===== src/rtl/word_substring_match_counter_defines.svh =====
// ----------------------------------------------------------------------------
// word_substring_match_counter_defines
// assertion macros shared by the modules of the word match counter
// ----------------------------------------------------------------------------
`ifndef WORD_SUBSTRING_MATCH_COUNTER_DEFINES_SVH
`define WORD_SUBSTRING_MATCH_COUNTER_DEFINES_SVH

// consequent holds in the same cycle as the antecedent
`define WSMC_ASSERT_NOW(label, clk, rst, ante, cons) \
   label: assert property (@(posedge clk) disable iff (rst) (ante) |-> (cons)) \
      else $error("wsmc assertion failed");

// consequent holds in the cycle after the antecedent
`define WSMC_ASSERT_NEXT(label, clk, rst, ante, cons) \
   label: assert property (@(posedge clk) disable iff (rst) (ante) |=> (cons)) \
      else $error("wsmc assertion failed");

`endif


===== src/rtl/wsmc_pkg.sv =====
// ----------------------------------------------------------------------------
// wsmc_pkg
// types, constants and the byte classifier of the word match counter
// ----------------------------------------------------------------------------
package wsmc_pkg;

   localparam int MaxPattern   = 8;
   localparam int WindowBits   = 8 * MaxPattern;
   localparam int CsrIndexBits = 2;
   localparam int QueueDepth   = 2;

   localparam logic [CsrIndexBits-1:0] CsrPatternBytes  = CsrIndexBits'(0);
   localparam logic [CsrIndexBits-1:0] CsrPatternLength = CsrIndexBits'(1);

   localparam logic [7:0] Hyphen = 8'h2d;

   typedef struct packed {
      logic [7:0] text_byte;
      logic       is_word;
      logic       last;
   } item_type;

   // hand-off between front queue and back end
   typedef struct packed {
      logic     valid;
      item_type item;
   } queue_head_type;

   function automatic logic is_word_byte(input logic [7:0] b);
      logic digit;
      logic upper;
      logic lower;
      digit = (b >= 8'h30) && (b <= 8'h39);
      upper = (b >= 8'h41) && (b <= 8'h5a);
      lower = (b >= 8'h61) && (b <= 8'h7a);
      return digit || upper || lower || (b == Hyphen);
   endfunction

endpackage


===== src/rtl/wsmc_front.sv =====
// ----------------------------------------------------------------------------
// wsmc_front
// accepts text bytes, classifies them and holds them in a two entry queue
// ----------------------------------------------------------------------------
`include "word_substring_match_counter_defines.svh"

module wsmc_front (
   input  logic                    clock,
   input  logic                    reset,
   input  logic                    req_push,
   output logic                    req_full,
   input  logic [7:0]              req_text_byte,
   input  logic                    req_end_of_text,
   output wsmc_pkg::queue_head_type head,
   input  logic                    head_take
);

   localparam int PtrBits = $clog2(wsmc_pkg::QueueDepth);

   wsmc_pkg::item_type entry_ff [wsmc_pkg::QueueDepth];
   logic [PtrBits-1:0] wr_ptr_ff, wr_ptr_in;
   logic [PtrBits-1:0] rd_ptr_ff, rd_ptr_in;
   logic [PtrBits:0]   count_ff, count_in;
   logic               push_acc;
   logic               take_acc;

   assign req_full = (count_ff == (PtrBits+1)'(wsmc_pkg::QueueDepth));
   assign push_acc = req_push && !req_full;
   assign take_acc = head_take && (count_ff != '0);

   assign head.valid = (count_ff != '0);
   assign head.item  = entry_ff[rd_ptr_ff];

   always_comb begin
      wr_ptr_in = wr_ptr_ff;
      rd_ptr_in = rd_ptr_ff;
      count_in  = count_ff;
      if (push_acc) begin
         wr_ptr_in = (wr_ptr_ff == PtrBits'(wsmc_pkg::QueueDepth - 1)) ? '0 : wr_ptr_ff + 1'b1;
      end
      if (take_acc) begin
         rd_ptr_in = (rd_ptr_ff == PtrBits'(wsmc_pkg::QueueDepth - 1)) ? '0 : rd_ptr_ff + 1'b1;
      end
      unique case ({push_acc, take_acc})
         2'b10:   count_in = count_ff + 1'b1;
         2'b01:   count_in = count_ff - 1'b1;
         default: count_in = count_ff;
      endcase
   end

   always_ff @(posedge clock) begin
      if (reset) begin
         wr_ptr_ff <= '0;
         rd_ptr_ff <= '0;
         count_ff  <= '0;
      end else begin
         wr_ptr_ff <= wr_ptr_in;
         rd_ptr_ff <= rd_ptr_in;
         count_ff  <= count_in;
      end
   end

   always_ff @(posedge clock) begin
      if (push_acc) begin
         entry_ff[wr_ptr_ff].text_byte <= req_text_byte;
         entry_ff[wr_ptr_ff].is_word   <= wsmc_pkg::is_word_byte(req_text_byte);
         entry_ff[wr_ptr_ff].last      <= req_end_of_text;
      end
   end

   `WSMC_ASSERT_NOW(a_count_bound, clock, reset, 1'b1,
      count_ff <= (PtrBits+1)'(wsmc_pkg::QueueDepth))
   `WSMC_ASSERT_NEXT(a_count_up, clock, reset, push_acc && !take_acc,
      count_ff == $past(count_ff) + 1'b1)
   `WSMC_ASSERT_NEXT(a_count_down, clock, reset, take_acc && !push_acc,
      count_ff == $past(count_ff) - 1'b1)

endmodule


===== src/rtl/wsmc_back.sv =====
// ----------------------------------------------------------------------------
// wsmc_back
// window compare, word tracking, match total and result register
// ----------------------------------------------------------------------------
`include "word_substring_match_counter_defines.svh"

module wsmc_back (
   input  logic                                  clock,
   input  logic                                  reset,
   input  wsmc_pkg::queue_head_type              head,
   output logic                                  head_take,
   input  logic                                  csr_valid,
   output logic                                  csr_ready,
   input  logic [wsmc_pkg::CsrIndexBits-1:0]     csr_index,
   input  logic [63:0]                           csr_data,
   output logic                                  rsp_empty,
   input  logic                                  rsp_pop,
   output logic [31:0]                           rsp_match_total
);

   localparam int Wb = wsmc_pkg::WindowBits;

   logic [63:0]   pattern_ff;
   logic [3:0]    pattern_len_ff;
   logic [Wb-1:0] window_ff, window_in;
   logic [3:0]    word_len_ff, word_len_in;
   logic          inside_ff, inside_in;
   logic          found_ff, found_in;
   logic [31:0]   total_ff, total_in;
   logic          rsp_valid_ff;
   logic [31:0]   rsp_total_ff;

   logic [Wb-1:0] window_new;
   logic [3:0]    word_len_new;
   logic [3:0]    len_clamp;
   logic          lane_hit;
   logic          match;
   logic          bump;
   logic [31:0]   total_bumped;

   assign csr_ready       = 1'b1;
   assign rsp_empty       = !rsp_valid_ff;
   assign rsp_match_total = rsp_total_ff;

   // a last byte needs the result register free, or freed this cycle
   assign head_take = head.valid && (!head.item.last || !rsp_valid_ff || rsp_pop);

   always_ff @(posedge clock) begin
      if (reset) begin
         pattern_ff     <= '0;
         pattern_len_ff <= '0;
      end else if (csr_valid && csr_ready) begin
         unique case (csr_index)
            wsmc_pkg::CsrPatternBytes:  pattern_ff     <= csr_data;
            wsmc_pkg::CsrPatternLength: pattern_len_ff <= csr_data[3:0];
            default: ;
         endcase
      end
   end

   // newest pattern_length window bytes against the pattern
   always_comb begin
      window_new   = Wb'({window_ff, head.item.text_byte});
      word_len_new = (word_len_ff == 4'hf) ? word_len_ff : word_len_ff + 1'b1;
      len_clamp    = (pattern_len_ff > 4'(wsmc_pkg::MaxPattern)) ?
                     4'(wsmc_pkg::MaxPattern) : pattern_len_ff;
      match        = 1'b0;
      lane_hit     = 1'b0;
      for (int l = 0; l <= wsmc_pkg::MaxPattern; l++) begin
         lane_hit = (word_len_new >= 4'(l));
         for (int i = 0; i < l; i++) begin
            lane_hit = lane_hit &&
                       (pattern_ff[8*i +: 8] == window_new[8*(l-1-i) +: 8]);
         end
         if (len_clamp == 4'(l)) begin
            match = lane_hit;
         end
      end
   end

   always_comb begin
      // at most one word closes per byte
      if (head.item.is_word) begin
         bump = head.item.last && (found_ff || match);
      end else begin
         bump = inside_ff && found_ff;
      end
      bump         = bump && (total_ff != '1);
      total_bumped = bump ? total_ff + 1'b1 : total_ff;

      window_in   = window_ff;
      word_len_in = word_len_ff;
      inside_in   = inside_ff;
      found_in    = found_ff;
      total_in    = total_ff;
      if (head_take) begin
         priority if (head.item.last) begin
            window_in   = '0;
            word_len_in = '0;
            inside_in   = 1'b0;
            found_in    = 1'b0;
            total_in    = '0;
         end else if (head.item.is_word) begin
            window_in   = window_new;
            word_len_in = word_len_new;
            inside_in   = 1'b1;
            found_in    = found_ff || match;
         end else begin
            window_in   = '0;
            word_len_in = '0;
            inside_in   = 1'b0;
            found_in    = 1'b0;
            total_in    = total_bumped;
         end
      end
   end

   always_ff @(posedge clock) begin
      if (reset) begin
         window_ff    <= '0;
         word_len_ff  <= '0;
         inside_ff    <= 1'b0;
         found_ff     <= 1'b0;
         total_ff     <= '0;
         rsp_valid_ff <= 1'b0;
      end else begin
         window_ff   <= window_in;
         word_len_ff <= word_len_in;
         inside_ff   <= inside_in;
         found_ff    <= found_in;
         total_ff    <= total_in;
         if (head_take && head.item.last) begin
            rsp_valid_ff <= 1'b1;
         end else if (rsp_pop) begin
            rsp_valid_ff <= 1'b0;
         end
      end
   end

   always_ff @(posedge clock) begin
      if (head_take && head.item.last) begin
         rsp_total_ff <= total_bumped;
      end
   end

   `WSMC_ASSERT_NEXT(a_last_gives_result, clock, reset, head_take && head.item.last,
      rsp_valid_ff && !inside_ff && (total_ff == '0))
   `WSMC_ASSERT_NEXT(a_total_monotonic, clock, reset, !(head_take && head.item.last),
      total_ff >= $past(total_ff))
   `WSMC_ASSERT_NOW(a_found_needs_word, clock, reset, found_ff, inside_ff)

endmodule


===== src/rtl/word_substring_match_counter.sv =====
// ----------------------------------------------------------------------------
// word_substring_match_counter
// counts the words of a byte stream that contain a configured pattern
// ----------------------------------------------------------------------------
//   channel   direction   handshake            payload
//   req_      in          push / full          text_byte, end_of_text
//   rsp_      out         pop / empty          match_total
//   csr_      in          valid / ready        index, data
//
// one byte per cycle unless a last byte waits on an unpopped result; a result shows
// on rsp_ once its last byte has passed the front queue and the result register
// reset is synchronous and clears queue, word state, total and pattern registers
// full rises only when a last byte waits in the queue behind an unpopped result
// csr_ready is always high
// ----------------------------------------------------------------------------
module word_substring_match_counter (
   input  logic                              clock,
   input  logic                              reset,
   input  logic                              req_push,
   output logic                              req_full,
   input  logic [7:0]                        req_text_byte,
   input  logic                              req_end_of_text,
   output logic                              rsp_empty,
   input  logic                              rsp_pop,
   output logic [31:0]                       rsp_match_total,
   input  logic                              csr_valid,
   output logic                              csr_ready,
   input  logic [wsmc_pkg::CsrIndexBits-1:0] csr_index,
   input  logic [63:0]                       csr_data
);

   wsmc_pkg::queue_head_type head;
   logic                     head_take;

   wsmc_front u_front (
      .clock           (clock),
      .reset           (reset),
      .req_push        (req_push),
      .req_full        (req_full),
      .req_text_byte   (req_text_byte),
      .req_end_of_text (req_end_of_text),
      .head            (head),
      .head_take       (head_take)
   );

   wsmc_back u_back (
      .clock           (clock),
      .reset           (reset),
      .head            (head),
      .head_take       (head_take),
      .csr_valid       (csr_valid),
      .csr_ready       (csr_ready),
      .csr_index       (csr_index),
      .csr_data        (csr_data),
      .rsp_empty       (rsp_empty),
      .rsp_pop         (rsp_pop),
      .rsp_match_total (rsp_match_total)
   );

endmodule


===== config.mk =====
export PLATFORM = sky130hd
export DESIGN_NAME = word_substring_match_counter
export DESIGN_NICKNAME = d
export VERILOG_FILES = /design/src/rtl/wsmc_pkg.sv /design/src/rtl/wsmc_front.sv /design/src/rtl/wsmc_back.sv /design/src/rtl/word_substring_match_counter.sv
export VERILOG_INCLUDE_DIRS = /design/src /design/src/rtl
export SDC_FILE = /design/constraint.sdc
export NUM_CORES = 1
export LEC_CHECK = 0
export BUFFER_PORTS_ARGS = -buffer_cell sky130_fd_sc_hd__buf_4
export CAP_MARGIN = 20
export CORE_MARGIN = 2
export CORE_UTILIZATION = 60
export DETAILED_ROUTE_END_ITERATION = 7
export PLACE_DENSITY = 0.8
export SYNTH_ARGS = -nofsm -noshare
export SYNTH_HDL_FRONTEND = slang
export SYNTH_SLANG_ARGS = --single-unit

===== constraint.sdc =====
create_clock -name clock -period 3.8 [get_ports clock]
set_input_delay 0 -clock clock [delete_from_list [all_inputs] [get_ports clock]]
set_output_delay 0 -clock clock [all_outputs]
set_load 0.01 [all_outputs]

**Word-level counts from Yosys, hierarchy flattened**

Memory sizes are Yosys's and may differ from the RTL's. A register that Yosys moved wholly into a read port is not among the register bits.
Index checks and enable logic that the tools add are counted.

- $add $sub $neg: 6
- Order comparisons: 16
- Equality and inequality tests: 52
- Mux-type cells: 32
- Reductions and logical operators: 63

Operators by type and width:

| operator | number |
|---|---|
| $eq A8 B8 Y1 | 36 |
| $mux W56 | 2 |
| $mux W32 | 3 |
| $logic_and A1 B1 Y1 | 46 |
| $add A32 B1 Y32 const B | 1 |
| $ne A32 B32 Y1 const B | 1 |
| $mux W1 | 22 |
| $eq A4 B3 Y1 const B | 4 |
| $ge A4 B3 Y1 const B | 4 |
| $ge A8 B7 Y1 const B | 2 |
| $le A8 B7 Y1 const B | 2 |
| $mux W4 | 4 |
| $eq A4 B2 Y1 const B | 2 |
| $eq A4 B4 Y1 const B | 2 |
| $eq A8 B6 Y1 const B | 1 |
| $ge A4 B1 Y1 const B | 2 |
| $ge A4 B2 Y1 const B | 2 |
| $ge A8 B6 Y1 const B | 1 |
| $le A8 B6 Y1 const B | 1 |
| $logic_or A1 B1 Y1 | 6 |
| $reduce_and A2 Y1 | 3 |
| $reduce_bool A2 Y1 | 3 |
| $add A4 B1 Y4 const B | 1 |
| $eq A2 B1 Y1 const B | 2 |
| 12 further kinds | 16 |

- Register bits: 199
- Bits in writable memories: 20
- Bits of input ports: 80
- Output and inout bits: 35
- Logic and storage cells: 182
- Memories kept: 1

Memory list:

| memory | words | width | rd ports | clocked after Yosys merged registers in | write ports | RTL line | RTL |
|---|---|---|---|---|---|---|---|
| u_front.entry_ff | 2 | 10 | 1 | 1 | 1 | wsmc_front.sv:20 | `wsmc_pkg::item_type entry_ff [wsmc_pkg::QueueDepth];` |

**Longest topological paths before layout**

- Word-level depth: 19
- Gate-level depth with buffers: 14
- Gate-level depth less buffers: 11

**Hierarchy**

Synthesis repeated with hierarchy kept, for this count alone.

- Cell total of the unflattened synthesis: 1513
- Area, all modules: 12947.4 sq um

Modules (own cells, without submodules):

| module | instances | cells each | area an instance (sq um) | seq. area each (sq um) |
|---|---|---|---|---|
| wsmc_back | 1 | 1446 | 11944.0 | 4224.1 |
| wsmc_front | 1 | 67 | 1003.5 | 700.7 |

**Least setup slack after synthesis**

Ideal clock, no wire load.

- Kind: flip-flop to flip-flop
- Start point: reg with a tool-made name
- End point: reg u_back.rsp_total_ff[0] (netlist: u_back.rsp_match_total[0]), enable pin
- Setup time: 424 ps
- Arrival: 2773 ps
- Required time: 3376 ps
- Path slack: 603 ps
- Cell stages (with the launch flop): 6
- Buffers on the path: 2
- Cell sequence: dfxtp_1 buf_6 mux2i_1 clkbuf_1 o22ai_1 nor2_1

RTL lines:

| item | RTL line | RTL |
|---|---|---|
| end signal: assignment | wsmc_back.sv:142 | `rsp_total_ff <= total_bumped;` |
| end: declaration | wsmc_back.sv:31 | `logic [31:0] rsp_total_ff;` |

**Final worst setup path**

- Start point: reg u_back.pattern_ff[55]
- End point: reg u_back.rsp_total_ff[1] (netlist: u_back.rsp_match_total[1]), data pin

- Cells in the longest elaborated chain, start to end: 9

RTL lines:

| item | RTL line | RTL |
|---|---|---|
| start: declaration | wsmc_back.sv:23 | `logic [63:0] pattern_ff;` |
| start signal: assignment | wsmc_back.sv:54 | `wsmc_pkg::CsrPatternBytes: pattern_ff <= csr_data;` |
| $eq A8 B8 Y1 | wsmc_back.sv:73 | `(pattern_ff[8*i +: 8] == window_new[8*(l-1-i) +: 8]);` |
| $logic_and A1 B1 Y1 | wsmc_back.sv:72 | `lane_hit = lane_hit &&` |
| $mux W1 / $logic_and A1 B1 Y1 (equally long branches) | wsmc_back.sv:75, wsmc_back.sv:72 |  |
| $mux W1 * | wsmc_back.sv:75 | `if (len_clamp == 4'(l)) begin` |
| $logic_or A1 B1 Y1 * | wsmc_back.sv:84 | `bump = head.item.last && (found_ff \|\| match);` |
| $logic_and A1 B1 Y1 * | wsmc_back.sv:84 |  |
| $mux W1 * | wsmc_back.sv:83 | `if (head.item.is_word) begin` |
| $logic_and A1 B1 Y1 * | wsmc_back.sv:88 | `bump = bump && (total_ff != '1);` |
| $mux W32 * | wsmc_back.sv:89 | `total_bumped = bump ? total_ff + 1'b1 : total_ff;` |
| via u_back.total_bumped[1] | wsmc_back.sv:39 | `logic [31:0] total_bumped;` |

The timed path passes the listed nets; every way through them passes the cells marked *.
A chain may end at the register's enable or synchronous reset.

==> flow_summary.html <==
<table>
<tr><th>Metric</th><th>Value</th></tr>
<tr><th colspan="2">Status</th></tr>
<tr><td>Outcome</td><td>completed</td></tr>
<tr><th colspan="2">Timing</th></tr>
<tr><td>Time the worst path needs with I/O delays and setup</td><td>3682 ps</td></tr>
<tr><td>Hold Worst Slack</td><td>18.28 ps</td></tr>
<tr><td>Maximum clock frequency</td><td>271.6 MHz</td></tr>
<tr><td>Final setup violating endpoints</td><td>0</td></tr>
<tr><td>Tightest slew margin relative to the limit</td><td>0.3673</td></tr>
<tr><td>Number of hold violations in the final report</td><td>0</td></tr>
<tr><td>Unrepaired setup endpoints after global routing</td><td>no</td></tr>
<tr><td>Max-slew violations</td><td>0</td></tr>
<tr><td>Setup TNS Final</td><td>0 ps</td></tr>
<tr><td>Worst Tran Pin Value</td><td>between 900 and 1000 ps</td></tr>
<tr><td>Final clock period utilization by the worst path</td><td>0.9688</td></tr>
<tr><td>Largest clock skew in the final design</td><td>between 15 and 20 ps</td></tr>
<tr><th colspan="2">Global routing</th></tr>
<tr><td>First-pass GRT wire length</td><td>71.15 mm</td></tr>
<tr><td>Pin count of the biggest net entering global routing</td><td>84</td></tr>
<tr><td>Antenna violations before repair</td><td>0</td></tr>
<tr><td>Met2 track demand over resource</td><td>0.6393</td></tr>
<tr><td>Most crowded layer after global routing</td><td>met2</td></tr>
<tr><td>Global routing usage on met3</td><td>0.09787</td></tr>
<tr><td>Vias in the first global route</td><td>11687</td></tr>
<tr><td>Total track usage</td><td>0.4166</td></tr>
<tr><td>Residual overflow from global routing</td><td>0</td></tr>
<tr><td>Met1 Use GR</td><td>0.5764</td></tr>
<tr><th colspan="2">Synth</th></tr>
<tr><td>Warnings, synthesis</td><td>0</td></tr>
<tr><td>Fraction of post-synthesis cell area in the top cell type by area</td><td>0.2633</td></tr>
<tr><td>EDFF count, synth</td><td>52</td></tr>
<tr><td>Count of cell types in the netlist</td><td>67</td></tr>
<tr><td>Leading register cell type out of synthesis</td><td>sky130_fd_sc_hd__dfxtp_1</td></tr>
<tr><td>Biggest area consumer among synthesized cells</td><td>sky130_fd_sc_hd__dfxtp_1</td></tr>
<tr><td>Mapped Area</td><td>0.01277 mm²</td></tr>
<tr><td>Number of nets produced by synthesis</td><td>approximately 1600</td></tr>
<tr><td>Largest cells by area after synthesis</td><td>sky130_fd_sc_hd__dfxtp_1 (26%), sky130_fd_sc_hd__edfxtp_1 (12%), sky130_fd_sc_hd__xnor2_1 (12%)</td></tr>
<tr><td>Mean post-synth cell area</td><td>8.514 µm²</td></tr>
<tr><td>Seq/Total Area, Yosys</td><td>0.3856</td></tr>
<tr><td>Fraction of registers with async set or reset after synthesis</td><td>0</td></tr>
<tr><td>Register bit total from synthesis</td><td>between 200 and 250</td></tr>
<tr><td>Number of standard cells after synthesis</td><td>1500</td></tr>
<tr><th colspan="2">Final layout</th></tr>
<tr><td>Non-Filler Cell Area, Final</td><td>0.01547 mm²</td></tr>
<tr><td>Number of antenna diodes</td><td>0</td></tr>
<tr><td># nets final</td><td>between 1500 and 2000</td></tr>
<tr><td>Area overhead of the layout relative to synthesis</td><td>21.17%</td></tr>
<tr><td>Sequential cell area</td><td>0.004925 mm²</td></tr>
<tr><td>Fill count</td><td>approximately 1500</td></tr>
<tr><td>Layout cells sized above 1</td><td>0.1557</td></tr>
<tr><td>Multi-input combinational cell area</td><td>between 0.007 and 0.008 mm²</td></tr>
<tr><th colspan="2">Clocking</th></tr>
<tr><td>Clock Sinks</td><td>220</td></tr>
<tr><td>Clock tree root driver cell</td><td>sky130_fd_sc_hd__clkbuf_16</td></tr>
<tr><td>Clock Path Buffers</td><td>3</td></tr>
<tr><td>Clk pin slew, worst setup/hold paths</td><td>60 ps</td></tr>
<tr><td>CTS tree</td><td>done</td></tr>
<tr><td>H-tree depth</td><td>1</td></tr>
<tr><td>Skew-Pair Late Insertion Delay</td><td>about 520 ps</td></tr>
<tr><td>Number of buffers created by CTS</td><td>23</td></tr>
<tr><td>Number of post-CTS setup repair buffers</td><td>0</td></tr>
<tr><th colspan="2">Min path</th></tr>
<tr><td>Worst hold path depth</td><td>2</td></tr>
<tr><td>Hold Path Sink</td><td>u_front.count_ff[0]</td></tr>
<tr><td>Worst min path class</td><td>in -&gt; reg</td></tr>
<tr><td>Hold path startpoint</td><td>reset</td></tr>
<tr><th colspan="2">Routing</th></tr>
<tr><td>Count of nets left with antenna violations after detail routing</td><td>0</td></tr>
<tr><td>Number of vias in the routed layout</td><td>between 10000 and 15000</td></tr>
<tr><td>Detail-routed net length per standard cell</td><td>24.35 µm</td></tr>
<tr><td>Detailed-route DRC error count</td><td>0</td></tr>
<tr><td>Wire length reported by the detailed router</td><td>between 40 and 50 mm</td></tr>
<tr><td>Routed via count divided by cell count</td><td>roughly 6.3</td></tr>
<tr><td>Number of DRC markers in iteration 0</td><td>1520</td></tr>
<tr><td>Number of detailed-route iterations in the first pass</td><td>6</td></tr>
<tr><th colspan="2">Power</th></tr>
<tr><td>Pwr dens</td><td>462.4 mW/mm²</td></tr>
<tr><td>Worst voltage drop across the vdd grid</td><td>0.5369 mV</td></tr>
<tr><td>Leakage power total</td><td>0.006221 µW</td></tr>
<tr><th colspan="2">Die</th></tr>
<tr><td>Die Height</td><td>approximately 150 µm</td></tr>
<tr><td>Initial Utilization</td><td>0.6094</td></tr>
<tr><td>Row Count</td><td>between 50 and 60</td></tr>
<tr><td>Std-Cell Core Area</td><td>0.02096 mm²</td></tr>
<tr><td>Die X-Extent</td><td>149.9 µm</td></tr>
<tr><td>Area of the die</td><td>0.02247 mm²</td></tr>
<tr><td>Number of top-level design ports</td><td>115</td></tr>
<tr><th colspan="2">Placed design</th></tr>
<tr><td>Detailed placement HPWL</td><td>31.42 mm</td></tr>
<tr><td>Number of port buffers</td><td>113</td></tr>
<tr><td>Gp weighted congestion</td><td>1.147</td></tr>
<tr><td>Instance area at placement</td><td>0.01399 mm²</td></tr>
<tr><th colspan="2">Critical path</th></tr>
<tr><td>Worst path arrival time</td><td>3950 ps</td></tr>
<tr><td>Crit path kind</td><td>reg -&gt; reg</td></tr>
<tr><td>Worst Path Max Fanout</td><td>5</td></tr>
<tr><td>Startpoint of the worst-slack reg-to-reg timing path</td><td>u_back.pattern_ff[55]</td></tr>
<tr><td>Register-to-register path setup slack</td><td>120 ps</td></tr>
<tr><td>Critical path endpoint category</td><td>flop</td></tr>
<tr><td>Depth of the most critical reg-to-reg path</td><td>9</td></tr>
<tr><td>Reg-to-Reg End</td><td>u_back.rsp_match_total[1]</td></tr>
<tr><td>Required @ worst endpoint</td><td>4070 ps</td></tr>
<tr><td>Kind of start point of the critical path</td><td>flop</td></tr>
<tr><th colspan="2">Run</th></tr>
<tr><td>Max-capacitance violation count</td><td>0</td></tr>
</table>
[layout make-up]
class	count	share of cell area
Multi-Input combinational cell	1104	0.4634
Sequential cell	220	0.3182
Timing Repair Buffer	267	0.1441
Clock buffer	29	0.03865
Tap cell	275	0.02223
Clock inverter	13	0.009056
Inverter	18	0.004366
[placed cells by master (no fill, tap or decap), drive strengths merged, types with 4 or more instances in the layout]
cell type / instances
nor3: 33
edfxtp: 52
o2111ai: 4
xor2: 142
a22oi: 49
a31oi: 17
nor4: 51
a211oi: 4
a31o: 5
inv: 19
clkbuf: 29
or3: 7
or2: 6
nand2: 193
buf: 192
xnor2: 169
and2: 5
clkinv: 9
ha: 4
nor2: 109
o21ai: 9
nand3: 37
nand4: 46
o211ai: 6
o22a: 4
dlygate4sd3: 75
a21o: 10
a21oi: 100
and3: 19
nor2b: 6
mux2i: 14
nand2b: 10
dfxtp: 168
[repair_timing]
action / in CTS / in global routing
gates resized for setup: 0 / 0
hold buffers: 75 / 0
hold endpoints to repair: 90 / 0
[power by group]
part	internal, µW	switching [µW]	total (µW)	leakage (µW)
clock network	1320	937	2260	0.000359
logic	822	1270	2090	0.00401
registers	2610	197	2810	0.00185
total	4750	2400	7160	0.00622
[through the flow]
stage                     cells  total power [µW]  worst slack [ps]  utilization
after floorplan            1500              4032             603.0            -
after global placement     1809              4791             331.4       0.6674
after detailed placement   1809              4814             263.4       0.6674
after CTS                  1926              7097             239.3       0.7385
after global routing       1926              7412             29.90       0.7385
final                      1926              7155             118.4       0.7385
[state kept, by name, summed over array words and instances (netlist names), named ones only]
name                    cells
u_back.pattern_ff          64
u_back.window_ff           56
u_back.rsp_match_total     32
u_back.total_ff            32
u_front.entry_ff           20
u_back.pattern_len_ff       4
u_back.word_len_ff          4
u_front.count_ff            2
u_back.found_ff             1
u_back.inside_ff            1
u_back.rsp_valid_ff         1
u_front.rd_ptr_ff           1
u_front.wr_ptr_ff           1
[critical path, cell delays in order, from the launching register on]
cell                       delay [ps]
sky130_fd_sc_hd__dfxtp_1          380
sky130_fd_sc_hd__xnor2_1          450
sky130_fd_sc_hd__nand4_1          250
sky130_fd_sc_hd__nor4_1           740
sky130_fd_sc_hd__nand2_1          110
sky130_fd_sc_hd__o41ai_1          460
sky130_fd_sc_hd__a211oi_1         110
sky130_fd_sc_hd__nor4b_2          230
sky130_fd_sc_hd__nor3_2           320
sky130_fd_sc_hd__mux2_2           370
[synthesized netlist by cell type, types with 8 or more instances]
cell	n
sky130_fd_sc_hd__inv_1	18
sky130_fd_sc_hd__a21o_1	10
sky130_fd_sc_hd__nor4_1	50
sky130_fd_sc_hd__a31oi_1	17
sky130_fd_sc_hd__o21ai_0	9
sky130_fd_sc_hd__a22oi_1	49
sky130_fd_sc_hd__clkbuf_1	127
sky130_fd_sc_hd__a21oi_1	100
sky130_fd_sc_hd__buf_1	18
sky130_fd_sc_hd__nand4_1	46
sky130_fd_sc_hd__nor2_1	109
sky130_fd_sc_hd__nand3_1	36
sky130_fd_sc_hd__nand2_1	193
sky130_fd_sc_hd__edfxtp_1	52
sky130_fd_sc_hd__xor2_1	142
sky130_fd_sc_hd__and3_1	19
sky130_fd_sc_hd__nor3_1	29
sky130_fd_sc_hd__xnor2_1	168
sky130_fd_sc_hd__nand2b_1	10
sky130_fd_sc_hd__dfxtp_1	168
sky130_fd_sc_hd__mux2i_4	8
[metal layers]
metal | wire (µm) | part of all wire
met1 | 18670 | 0.40
met2 | 20730 | 0.44
met3 | 5678 | 0.12
met4 | 1824 | 0.039
met5 | 0 | 0
[worst max path at each step]
stage	from	endpoint	cells past startpoint
2_1_floorplan	flop	u_back.rsp_match_total[0]	5
3_3_place_gp	u_back.pattern_ff[55]	u_back.rsp_match_total[1]	9
3_5_place_dp	u_back.word_len_ff[0]	u_back.rsp_match_total[22]	9
4_1_cts	u_back.word_len_ff[0]	u_back.rsp_match_total[22]	9
5_1_grt	u_back.pattern_ff[55]	u_back.rsp_match_total[1]	9
6_report	u_back.pattern_ff[55]	u_back.rsp_match_total[1]	9
[cells by family after synthesis]
family,share of synthesized area
mux,0.02057
buf+inv,0.05506
fa+ha+maj,0.003919
flops,0.3856
compound gates,0.1173
xor+xnor,0.2139
other cells,0.0002936
simple gates,0.2034
Power figures use the tool's default switching activity.
